[src/sv/atm_pkg.sv]
package atm_pkg;

    localparam int FRAC_BITS_DEF        = 16;
    localparam int GAMMA_INDEX_BITS_DEF = 12;
    localparam int GAMMA_INDEX_MAX      = 16;
    localparam int IN_W                 = 32;
    localparam int OUT_W                = 8;
    localparam int GAIN_W               = 24;
    localparam int GAIN_FRAC            = 16;
    localparam int ADDR_W               = 3;
    localparam int DATA_W               = 32;
    localparam int LEVELS               = 256;

    localparam logic [GAIN_W-1:0] GAIN_RESET = 24'd65536;

    // register index is paddr[ADDR_W-1]
    localparam logic REG_EXPOSURE_GAIN = 1'b0;

    typedef struct packed {
        logic                       we;
        logic [GAMMA_INDEX_MAX-1:0] addr;
        logic [OUT_W-1:0]           data;
        logic                       done;
    } gamma_wr_t;

    // smallest table index whose byte exceeds k: 510^11 * i^5 >= (2k+1)^11 * 2^(5g)
    function automatic logic [GAMMA_INDEX_MAX:0] gamma_threshold(input int k, input int g);
        logic [255:0] lim;
        logic [255:0] rhs;
        logic [255:0] lhs;
        logic [255:0] p;
        int lo;
        int hi;
        int mid;
        int n;
        lim = 256'd1;
        rhs = 256'd1;
        for (n = 0; n < 11; n++) begin
            lim = lim * 256'd510;
            rhs = rhs * 256'(2 * k + 1);
        end
        for (n = 0; n < 5; n++) begin
            rhs = rhs << g;
        end
        lo = 0;
        hi = 1 << g;
        while (lo < hi) begin
            mid = (lo + hi) >> 1;
            p = 256'd1;
            for (n = 0; n < 5; n++) begin
                p = p * 256'(mid);
            end
            lhs = lim * p;
            if (lhs >= rhs) begin
                hi = mid;
            end else begin
                lo = mid + 1;
            end
        end
        return (GAMMA_INDEX_MAX + 1)'(lo);
    endfunction

endpackage

[src/sv/atm_gamma_fill.sv]
module atm_gamma_fill #(
    parameter int GAMMA_INDEX_BITS = atm_pkg::GAMMA_INDEX_BITS_DEF
) (
    input  logic                aclk,
    input  logic                aresetn,
    output atm_pkg::gamma_wr_t  wr
);
    import atm_pkg::*;

    localparam int G = GAMMA_INDEX_BITS;

    logic [G:0]             thr [LEVELS];
    logic [OUT_W-1:0]       k_reg, k_next;
    logic [G-1:0]           i_reg, i_next;
    logic                   done_reg, done_next;
    logic                   bump;
    logic                   we;

    for (genvar k = 0; k < LEVELS; k++) begin : g_thr
        if (k == LEVELS - 1) begin : g_top
            assign thr[k] = '1;
        end else begin : g_val
            localparam logic [GAMMA_INDEX_MAX:0] T = gamma_threshold(k, G);
            assign thr[k] = T[G:0];
        end
    end

    assign bump = (k_reg != OUT_W'(LEVELS - 1)) && ({1'b0, i_reg} >= thr[k_reg]);

    always_comb begin
        k_next    = k_reg;
        i_next    = i_reg;
        done_next = done_reg;
        we        = 1'b0;
        if (!done_reg) begin
            if (bump) begin
                k_next = k_reg + 1'b1;
            end else begin
                we     = 1'b1;
                i_next = i_reg + 1'b1;
                if (i_reg == '1) begin
                    done_next = 1'b1;
                end
            end
        end
    end

    always_ff @(posedge aclk) begin
        if (!aresetn) begin
            k_reg    <= '0;
            i_reg    <= '0;
            done_reg <= 1'b0;
        end else begin
            k_reg    <= k_next;
            i_reg    <= i_next;
            done_reg <= done_next;
        end
    end

    assign wr.we   = we;
    assign wr.addr = GAMMA_INDEX_MAX'(i_reg);
    assign wr.data = k_reg;
    assign wr.done = done_reg;

endmodule

[config.mk]
export PLATFORM = sky130hd
export DESIGN_NAME = atm_gamma_fill
export DESIGN_NICKNAME = d
export VERILOG_FILES = /design/src/sv/atm_pkg.sv /design/src/sv/atm_gamma_fill.sv
export SDC_FILE = /design/constraint.sdc
export NUM_CORES = 1
export LEC_CHECK = 0
export ABC_CLOCK_PERIOD_IN_PS = 5200
export BUFFER_PORTS_ARGS = -buffer_cell sky130_fd_sc_hd__buf_4
export CORE_MARGIN = 4
export CORE_UTILIZATION = 50
export CTS_BUF_LIST = sky130_fd_sc_hd__clkbuf_2
export DETAILED_ROUTE_END_ITERATION = 8
export MAX_ROUTING_LAYER = met4
export PLACE_DENSITY = 0.7
export SLEW_MARGIN = 20
export SYNTH_ARGS = -nofsm -noshare
export SYNTH_HDL_FRONTEND = slang
export SYNTH_SLANG_ARGS = --single-unit
[constraint.sdc]
create_clock -name aclk -period 5.2 [get_ports aclk]
set_clock_uncertainty 0.1 [all_clocks]
set_input_delay 0.52 -clock aclk [delete_from_list [all_inputs] [get_ports aclk]]
set_output_delay 0.52 -clock aclk [all_outputs]
set_load 0.02 [all_outputs]
==> After elaboration in Yosys (flattened, before gate mapping) <==
Memories as Yosys holds them, arrays and structs flattened.
Index checks and enable logic that the tools add are counted.
{ "word_totals": {"mem_bits_ro": 3328, "elab_cells": 23, "output_inout_bits": 26, "reg_bits": 21, "inputBits": 2, "n_memories": 1} }
{ "memory_table": {"columns": ["name", "depth", "width", "rd", "rd_clocked_by_memory_dff", "write_ports", "line_no", "source"], "rows": [
  ["(name not given)", 256, 13, 1, 0, 0, "atm_gamma_fill.sv:28", "assign bump = (k_reg != OUT_W'(LEVELS - 1)) && ({1'b0, i_reg} >= thr[k_reg]);"]
]} }
{ "op_classes": {"n_mux": 7, "n_eq_ne": 2, "n_reduce_logical": 3, "add_sub_neg": 2, "bitwise": 3, "n_lt_le_gt_ge": 2} }
{ "ops": {"columns": ["op", "n"], "rows": [
  ["$mux 13", 2],
  ["$ge 12x13->1", 1],
  ["$add 12x1->12 const B", 1],
  ["$eq 12x12->1 const B", 1],
  ["$ge 9x9->1 const B", 1],
  ["$not 8->9", 1],
  ["$add 8x1->8 const B", 1],
  ["$ne 8x8->1 const B", 1],
  ["$mux 1", 5],
  ["$reduce_and 2->1", 2],
  ["$not 1->1", 2],
  ["$logic_and 1x1->1", 1]
]} }

==> Depth between registers and ports, before layout <==
Gate-level depths: netlist (run 1).
{ "logic_depth": {"ltp_word": 8, "depth_mapped": 18, "mapped_depth_nobuf": 16} }

==> Worst setup path after synthesis (run 1) <==
Ideal clock, no wire load.
{ "synth_path": {"path_kind": "reg2out", "startpoint": "register k_reg[2]", "endpoint": "output port wr[25] in the netlist's numbering", "path_stages_with_launch": 16, "setup_slack_ns": 0.420, "n_path_buf": 3, "t_arrival_ns": 4.160, "required_time_ns": 4.580, "path_cell_list": "dfxtp_1 -> inv_2 -> clkbuf_1 -> clkbuf_1 -> ha_1 -> mux4_2 -> mux2i_1 -> o21ai_0 -> a211o_1 -> ha_1 -> and4_1 -> nand3_1 -> a211oi_1 -> or4_4 -> inv_1 -> buf_4"} }
{ "synth_via": {"elab_chain_cells": 8, "word_cells_on_any_way": 9, "cone_classes": "1 x order compare; 1 x eq/ne; 4 x mux; 1 x bitwise; 1 x reduce/logical; 1 x memory"} }
{ "synth_lines": {"columns": ["element", "line_no", "source"], "rows": [
  ["start, declared", "atm_gamma_fill.sv:13", "logic [OUT_W-1:0] k_reg, k_next;"],
  ["start signal, assigned", "atm_gamma_fill.sv:54", "k_reg <= k_next;"],
  ["$not 8->9 (implied by the code)", "atm_gamma_fill.sv:28", null],
  ["$mem_v2 256x13", null, null],
  ["$mux 13 (implied by the code) (2 in a row)", "atm_gamma_fill.sv:28", null],
  ["$ge 12x13->1", "atm_gamma_fill.sv:28", null],
  ["$logic_and 1x1->1 *", "atm_gamma_fill.sv:28", null],
  ["$mux 1 *", "atm_gamma_fill.sv:36", "if (bump) begin"],
  ["$mux 1 *", "atm_gamma_fill.sv:35", "if (!done_reg) begin"],
  ["end, declared", "atm_gamma_fill.sv:6", "output atm_pkg::gamma_wr_t wr"]
]} }
Mark *: on every way between the ends. The rest lies on a longest branch, timed or not. The select of a mux whose other input is x is not followed.

==> results.toml, run 1 <==
[floorplanning]
row_count = 35
die_h_um = 105
io_pins = 28
core_um2 = 9150
die_x_um = 105
die_area_um2 = 11000
initial_utilization_pct = 51.1

[critical_path]
cp.depth = 16
critPathKind = "reg2out"
cp.required_ns = 4.58
worst-r2r-cell-count = 16
crit_path_cell_trace = "buf_6, ha_2, inv_1, ha_1, o21ai_0, a2111oi_0, a311oi_1, o21ai_0, o21a_1, ha_1, and4_1, a21oi_1, a211oi_2, or4_4, inv_1, buf_4"
timing.rr.end = "i_reg[10]"
rrSetupSlack_ns = 0.68
end_kind = "primary output"
r2r-start = "k_reg[1]"
cp_max_fo = 32
path_delay_family = "compound AO/OA/AOI/OAI gates"
cp-start-kind = "flip-flop"
critPathBufInv = 4
slowest_stage = "or4_4"
cpPeakStageDelay_ns = 0.44
arrival_ns = 4.44

[clock_tree]
cts_tree = "built"
htreeDepth = 1
clock_latency_ns = 0.41
root_buffer = "clkbuf_2"
cts.sinks = 21
cts_made_buffers = 3
cts_buffer_depth = 2
clkTransAtPathRegs_ns = 0.32

[routing]
ant_nets = 0
wl_per_cell_um = 23.7
drtPass1Iterations = 9
dr_total_vias = 5699
drc = 20
drtIter0Drc = 1603
viasPerCell = 7.31
routed_wl_um = 18500

[sta]
setup_viol = 0
setup_ws_ns = 0.143
finalHoldViolCount = 0
fin_crit_sh_pct = 97.2
whs_ns = 0.392
period_minus_slack_ns = 5.06
slew_headroom_pct = 38.1
fmax_mhz = 198
worstMarginPinSlew_ns = 0.927
drv_slew = 0
tns_ns = 0

[status]
status = "finished, violations left"
violations = "DRC"

[placed_design]
portBuffers = 23
dp_slack_ns = 0.432
finalWeightedCongestion = 1.08
dp_hpwl_um = 13000
placed_cells = 775

[global_routing]
grt_first_pass_wirelength_um = 28400
grt_overflow = 0
antenna_found_initial = 0
grt_max_degree = 55
grt_usage_pct = 32.8
grt_pass1_vias = 5157

[synthesis]
synth_seq_cells = 21
ys.flop_type = "dfxtp_1"
synth-edff-count = 0
synth.distinct_cells = 73
yosys_warnings = 0
synth_area_leaders = "ha_1 11%, dfxtp_1 9.0%, nand2_1 6.5%"
yosysSeqAreaShare_pct = 8.99
synth_top_area_share_pct = 10.7
synth.largest_area_cell = "ha_1"
syn_area_per_cell_um2 = 6.84
synthesis.area_um2 = 4680
netlist_instances = 684
async_reset_ff_share_pct = 0

[pwr]
leakage_nw = 1.83
total_power_w = 0.00167
power_density_nw_per_um2 = 334
ir_drop_mv = 0.455

[worst_hold_path]
min_to = "k_reg[3]"
hold_start = "aresetn"
whs_path_depth = 3
hp-class = "in2reg"

[layout]
syn_to_final_growth_pct = 6.82
nets = 712
largest_reg_flops = 12
antenna_cells = 0
final_cells = 780
drive_gt1_share_pct = 14.5
nFillCells = 866

[run]
drv_cap = 0
[cell usage after synthesis (10+ instances only)]
cell,count
nand2b_1,22
mux2i_1,23
o31ai_1,11
nand3_1,15
inv_1,14
o21ai_0,51
a311oi_1,10
nand2_1,81
a211oi_1,21
nor2_1,50
nor3_1,21
buf_2,24
ha_1,40
clkbuf_1,38
a21oi_1,55
nor2b_1,21
o211ai_1,14
dfxtp_1,21
[cells in the final DEF (no fill, tap or decap), types with 5 or more instances in the layout]
cell / netlist / final
nand2_1: 81 / 81
a21oi_1: 55 / 55
nor2_1: 50 / 50
o21ai_0: 51 / 50
buf_4: 6 / 47
ha_1: 40 / 34
mux2i_1: 23 / 23
nand2b_1: 22 / 22
nor3_1: 21 / 21
nor2b_1: 21 / 21
a211oi_1: 21 / 19
dfxtp_1: 21 / 16
nand3_1: 15 / 15
inv_1: 14 / 14
o211ai_1: 14 / 14
o31ai_1: 11 / 11
a311oi_1: 10 / 9
a221oi_1: 8 / 8
a31oi_1: 8 / 8
o21a_1: 7 / 7
and3_1: 7 / 7
mux2_2: 7 / 7
a2111oi_0: 7 / 6
o311ai_0: 6 / 6
mux4_2: 5 / 5
ha_2: 0 / 5
[final cells by class]
type / count / area, µm² / area share, %
Clock buffer: 3 / 15.0 / 0.301
Multi-Input combinational cell: 574 / 3920 / 78.5
Tap cell: 111 / 139 / 2.78
Clock inverter: 1 / 5.00 / 0.100
Timing Repair Buffer: 52 / 418 / 8.36
Inverter: 18 / 67.6 / 1.35
Sequential cell: 21 / 432 / 8.64
[per-layer routing]
| metal | global-route usage [%] | routed length [µm] |
|---|---|---|
| met5 | - | 0 |
| met4 | 14.7 | 1050 |
| met3 | 7.10 | 2640 |
| met2 | 48.2 | 7750 |
| met1 | 43.2 | 7010 |
[worst max-delay path by stage]
stage	startpoint	slack (ns)	to
after CTS	k_reg[1]	0.03	wr[25]
after floorplan	k_reg[2]	0.42	wr[25]
final	k_reg[1]	0.14	wr[25]
after detailed placement	k_reg[1]	0.43	wr[25]
after global placement	k_reg[1]	0.50	wr[25]
after global routing	k_reg[1]	-0.007	wr[25]
[power breakdown]
part	leakage (nW)	internal [W]	switching, W	total [W]
Clock	0.0164	0.0000175	0.0000726	0.0000900
Sequential	0.173	0.000178	0.0000205	0.000199
Combinational	1.64	0.000504	0.000874	0.00138
[what timing repair did]
item / in CTS / in global routing
resized for setup: 2 / 15
pin swaps: 0 / 0
gates cloned: 0 / 0
setup endpoints to repair: 1 / 1
hold buffers: 0 / 0
buffers inserted: 0 / 1
[logic make-up after synthesis]
logic type / synth area share (%)
AO/OA/AOI/OAI: 35.8
XOR/XNOR: 0.937
adder cells (fa/ha/maj): 10.7
buffers and inverters: 8.51
flip-flops: 8.99
multiplexers: 9.58
other: 0.0802
AND/OR/NAND/NOR: 25.4
[worst reg2reg max path: stages (launching register included)]
cell,delay [ns]
dfxtp_1,0.42
buf_6,0.27
ha_2,0.36
inv_1,0.17
ha_1,0.22
o21ai_0,0.25
a2111oi_0,0.20
a311oi_1,0.31
o21ai_0,0.13
o21a_1,0.12
ha_1,0.29
and4_1,0.22
a21oi_1,0.19
a211oi_2,0.14
or3_1,0.50
nor4_2,0.36
mux2i_1,0.20
[metrics by stage]
stage	area, µm²	util, %
floorplan	4690	-
global placement	4900	53.5
detailed placement	4900	53.5
CTS	4930	53.9
global route	5000	54.6
finish	5000	54.6
Note: power is estimated with default switching activity, not from simulation.
==> run 2, diff against run 1 <==
--- a/config.mk
+++ b/config.mk
@@ -6,5 +6,5 @@
 export NUM_CORES = 1
 export LEC_CHECK = 0
-export ABC_CLOCK_PERIOD_IN_PS = 5200
+export ABC_CLOCK_PERIOD_IN_PS = 4900
 export BUFFER_PORTS_ARGS = -buffer_cell sky130_fd_sc_hd__buf_4
 export CORE_MARGIN = 4
==> constraint.sdc (replaced) <==
create_clock -name aclk -period 4.9 [get_ports aclk]
set_clock_uncertainty 0.1 [all_clocks]
set_input_delay 1.225 -clock aclk [delete_from_list [all_inputs] [get_ports aclk]]
set_output_delay 1.225 -clock aclk [all_outputs]
set_load 0.02 [all_outputs]
==> run 2 against run 1 <==
The run ends with setup timing left. Flip-flop and latch count did not move. Design area up 19%. Core utilization is 10 points higher. Wire length increased by 11%. Cell count rose by 10%. Worst setup slack got worse by 0.73 ns. Critical endpoint unchanged.
==> results.toml, run 2 (synthesis gave the netlist of run 1 again) <==
[status]
status = "finished, violations left"
violations = "setup timing"

[clock_tree]
cts.sinks = 21
cts_buffer_depth = 2
root_buffer = "clkbuf_2"
cts_hold_buf = 0
clock_latency_ns = 0.42
clkTransAtPathRegs_ns = 0.35
cts_tree = "built"
htreeDepth = 1
cts_made_buffers = 3

[sta]
rsz0062_at_grt = "true"
tns_ns = -0.587
drv_slew = 0
worstMarginPinSlew_ns = 0.715
slew_headroom_pct = 52.3
finalHoldViolCount = 0
period_minus_slack_ns = 5.49
fmax_mhz = 182
setup_viol = 1
setup_ws_ns = -0.587
fin_crit_sh_pct = 112

[global_routing]
antenna_found_initial = 1
grt_overflow = 0
grt_usage_pct = 36.7
grt_max_degree = 37
grt_first_pass_wirelength_um = 31400
grt_pass1_vias = 5606

[placed_design]
finalWeightedCongestion = 1.09
dpl_cell_area_um2 = 5570
portBuffers = 23
dp_hpwl_um = 15000
placed_cells = 847
dp_slack_ns = -0.207

[critical_path]
slowest_stage = "or4_4"
arrival_ns = 4.16
critPathKind = "reg2out"
critPathBufInv = 4
cpPeakStageDelay_ns = 0.55
cp_max_fo = 16
crit_path_cell_trace = "buf_4, ha_2, nor3_1, buf_4, o21ai_1, a211o_1, a221oi_4, a211o_1, ha_1, and4_1, o211ai_1, a211oi_2, or4_4, inv_4, buf_6"
end_kind = "primary output"
cp.required_ns = 3.58
path_delay_family = "compound AO/OA/AOI/OAI gates"
cp-start-kind = "flip-flop"

[pwr]
ir_drop_mv = 0.720
power_density_nw_per_um2 = 392
p_clk_share_pct = 4.5
p_seq_share_pct = 9.3
leakage_nw = 2.30
combPwrFrac_pct = 86.2
internal_power_w = 0.00112
p_sw_w = 0.00121
switching_share_pct = 51.9

[floorplanning]
row_count = 35
die_h_um = 105
die_x_um = 105
core_um2 = 9150
die_area_um2 = 11000
initial_utilization_pct = 51.1
io_pins = 28

[routing]
drc = 0
dr_total_vias = 6086
routed_wl_um = 20500
drtIter0Drc = 1006
viasPerCell = 7.07
ant_nets = 0
drtPass1Iterations = 6
wl_per_cell_um = 23.8

[layout]
nets = 792
syn_to_final_growth_pct = 27.4
post-route-util_pct = 65.1
nFillCells = 821
final_cells = 861
drive_gt1_share_pct = 29.1
design_area_um2 = 5960
layout_common_cells = "119 x buf_4, 80 x nand2_1, 50 x nor2_1"
layout_commonest_cell = "buf_4"
largest_reg_flops = 12

[run]
drv_cap = 0

[worst_hold_path]
hp-class = "reg2reg"
run 2: changes by cell type in the layout (fill, tap and decap cells not counted), sizes merged:
cell,change
diode,+1
clkinv,-1
buf,+80
inv,-1
clkinvlp,+2
run 2: worst min-delay path, delay by kind of cell (launching register included):
kind / cells / cell delay [ns]
mux: 1 / 0.06
flops: 1 / 0.42
simple gates: 1 / 0.06
run 2: worst paths after layout:
kind	to	slack [ns]	cells past startpoint	start
max	wr[25]	-0.59	15	k_reg[0]
min	i_reg[8]	0.43	2	i_reg[8]
max reg2reg	i_reg[10]	0.39	17	k_reg[0]
min reg2reg	i_reg[8]	0.43	2	i_reg[8]
run 2: area by class of cell:
| type | count | area [µm²] | share of cell area, % |
|---|---|---|---|
| Timing Repair Buffer | 132 | 1100 | 18.4 |
| Clock inverter | 1 | 6.26 | 0.105 |
| Inverter | 18 | 77.6 | 1.30 |
| Clock buffer | 3 | 15.0 | 0.252 |
| Antenna cell | 1 | 2.50 | 0.0420 |
| Tap cell | 111 | 139 | 2.33 |
| Sequential cell | 21 | 435 | 7.31 |
| Multi-Input combinational cell | 574 | 4190 | 70.3 |
run 2: power by group through the flow:
stage	clock network (W)	logic (W)	registers, W
2_1_floorplan	0	0.00101	0.000254
3_5_place_dp	0	0.00168	0.000220
5_1_grt	0.000112	0.00211	0.000222
4_1_cts	0.000104	0.00183	0.000218
3_3_place_gp	0	0.00167	0.000218
6_report	0.000105	0.00201	0.000218
run 2: metrics by stage:
stage          hold slack [ns]  total power [W]
6_report                 0.430          0.00234
5_1_grt                  0.459          0.00244
4_1_cts                  0.428          0.00215
3_5_place_dp             0.402          0.00190
3_3_place_gp             0.389          0.00189
2_1_floorplan            0.462          0.00126
run 2: metal layers:
metal | GRT usage, % | vias up | wire, µm
met3 | 5.93 | 96 | 2630
met2 | 55.7 | 518 | 8860
met4 | 14.9 | 0 | 1030
met5 | - | - | 0
li1 | - | 2684 | -
met1 | 48.7 | 2788 | 7980
run 2: what timing repair did:
item	in CTS	in global routing
endpoints found under the setup margin	1	1
pin swaps	11	27
cloned	0	0
setup buffers	5	5
resized for setup	26	40
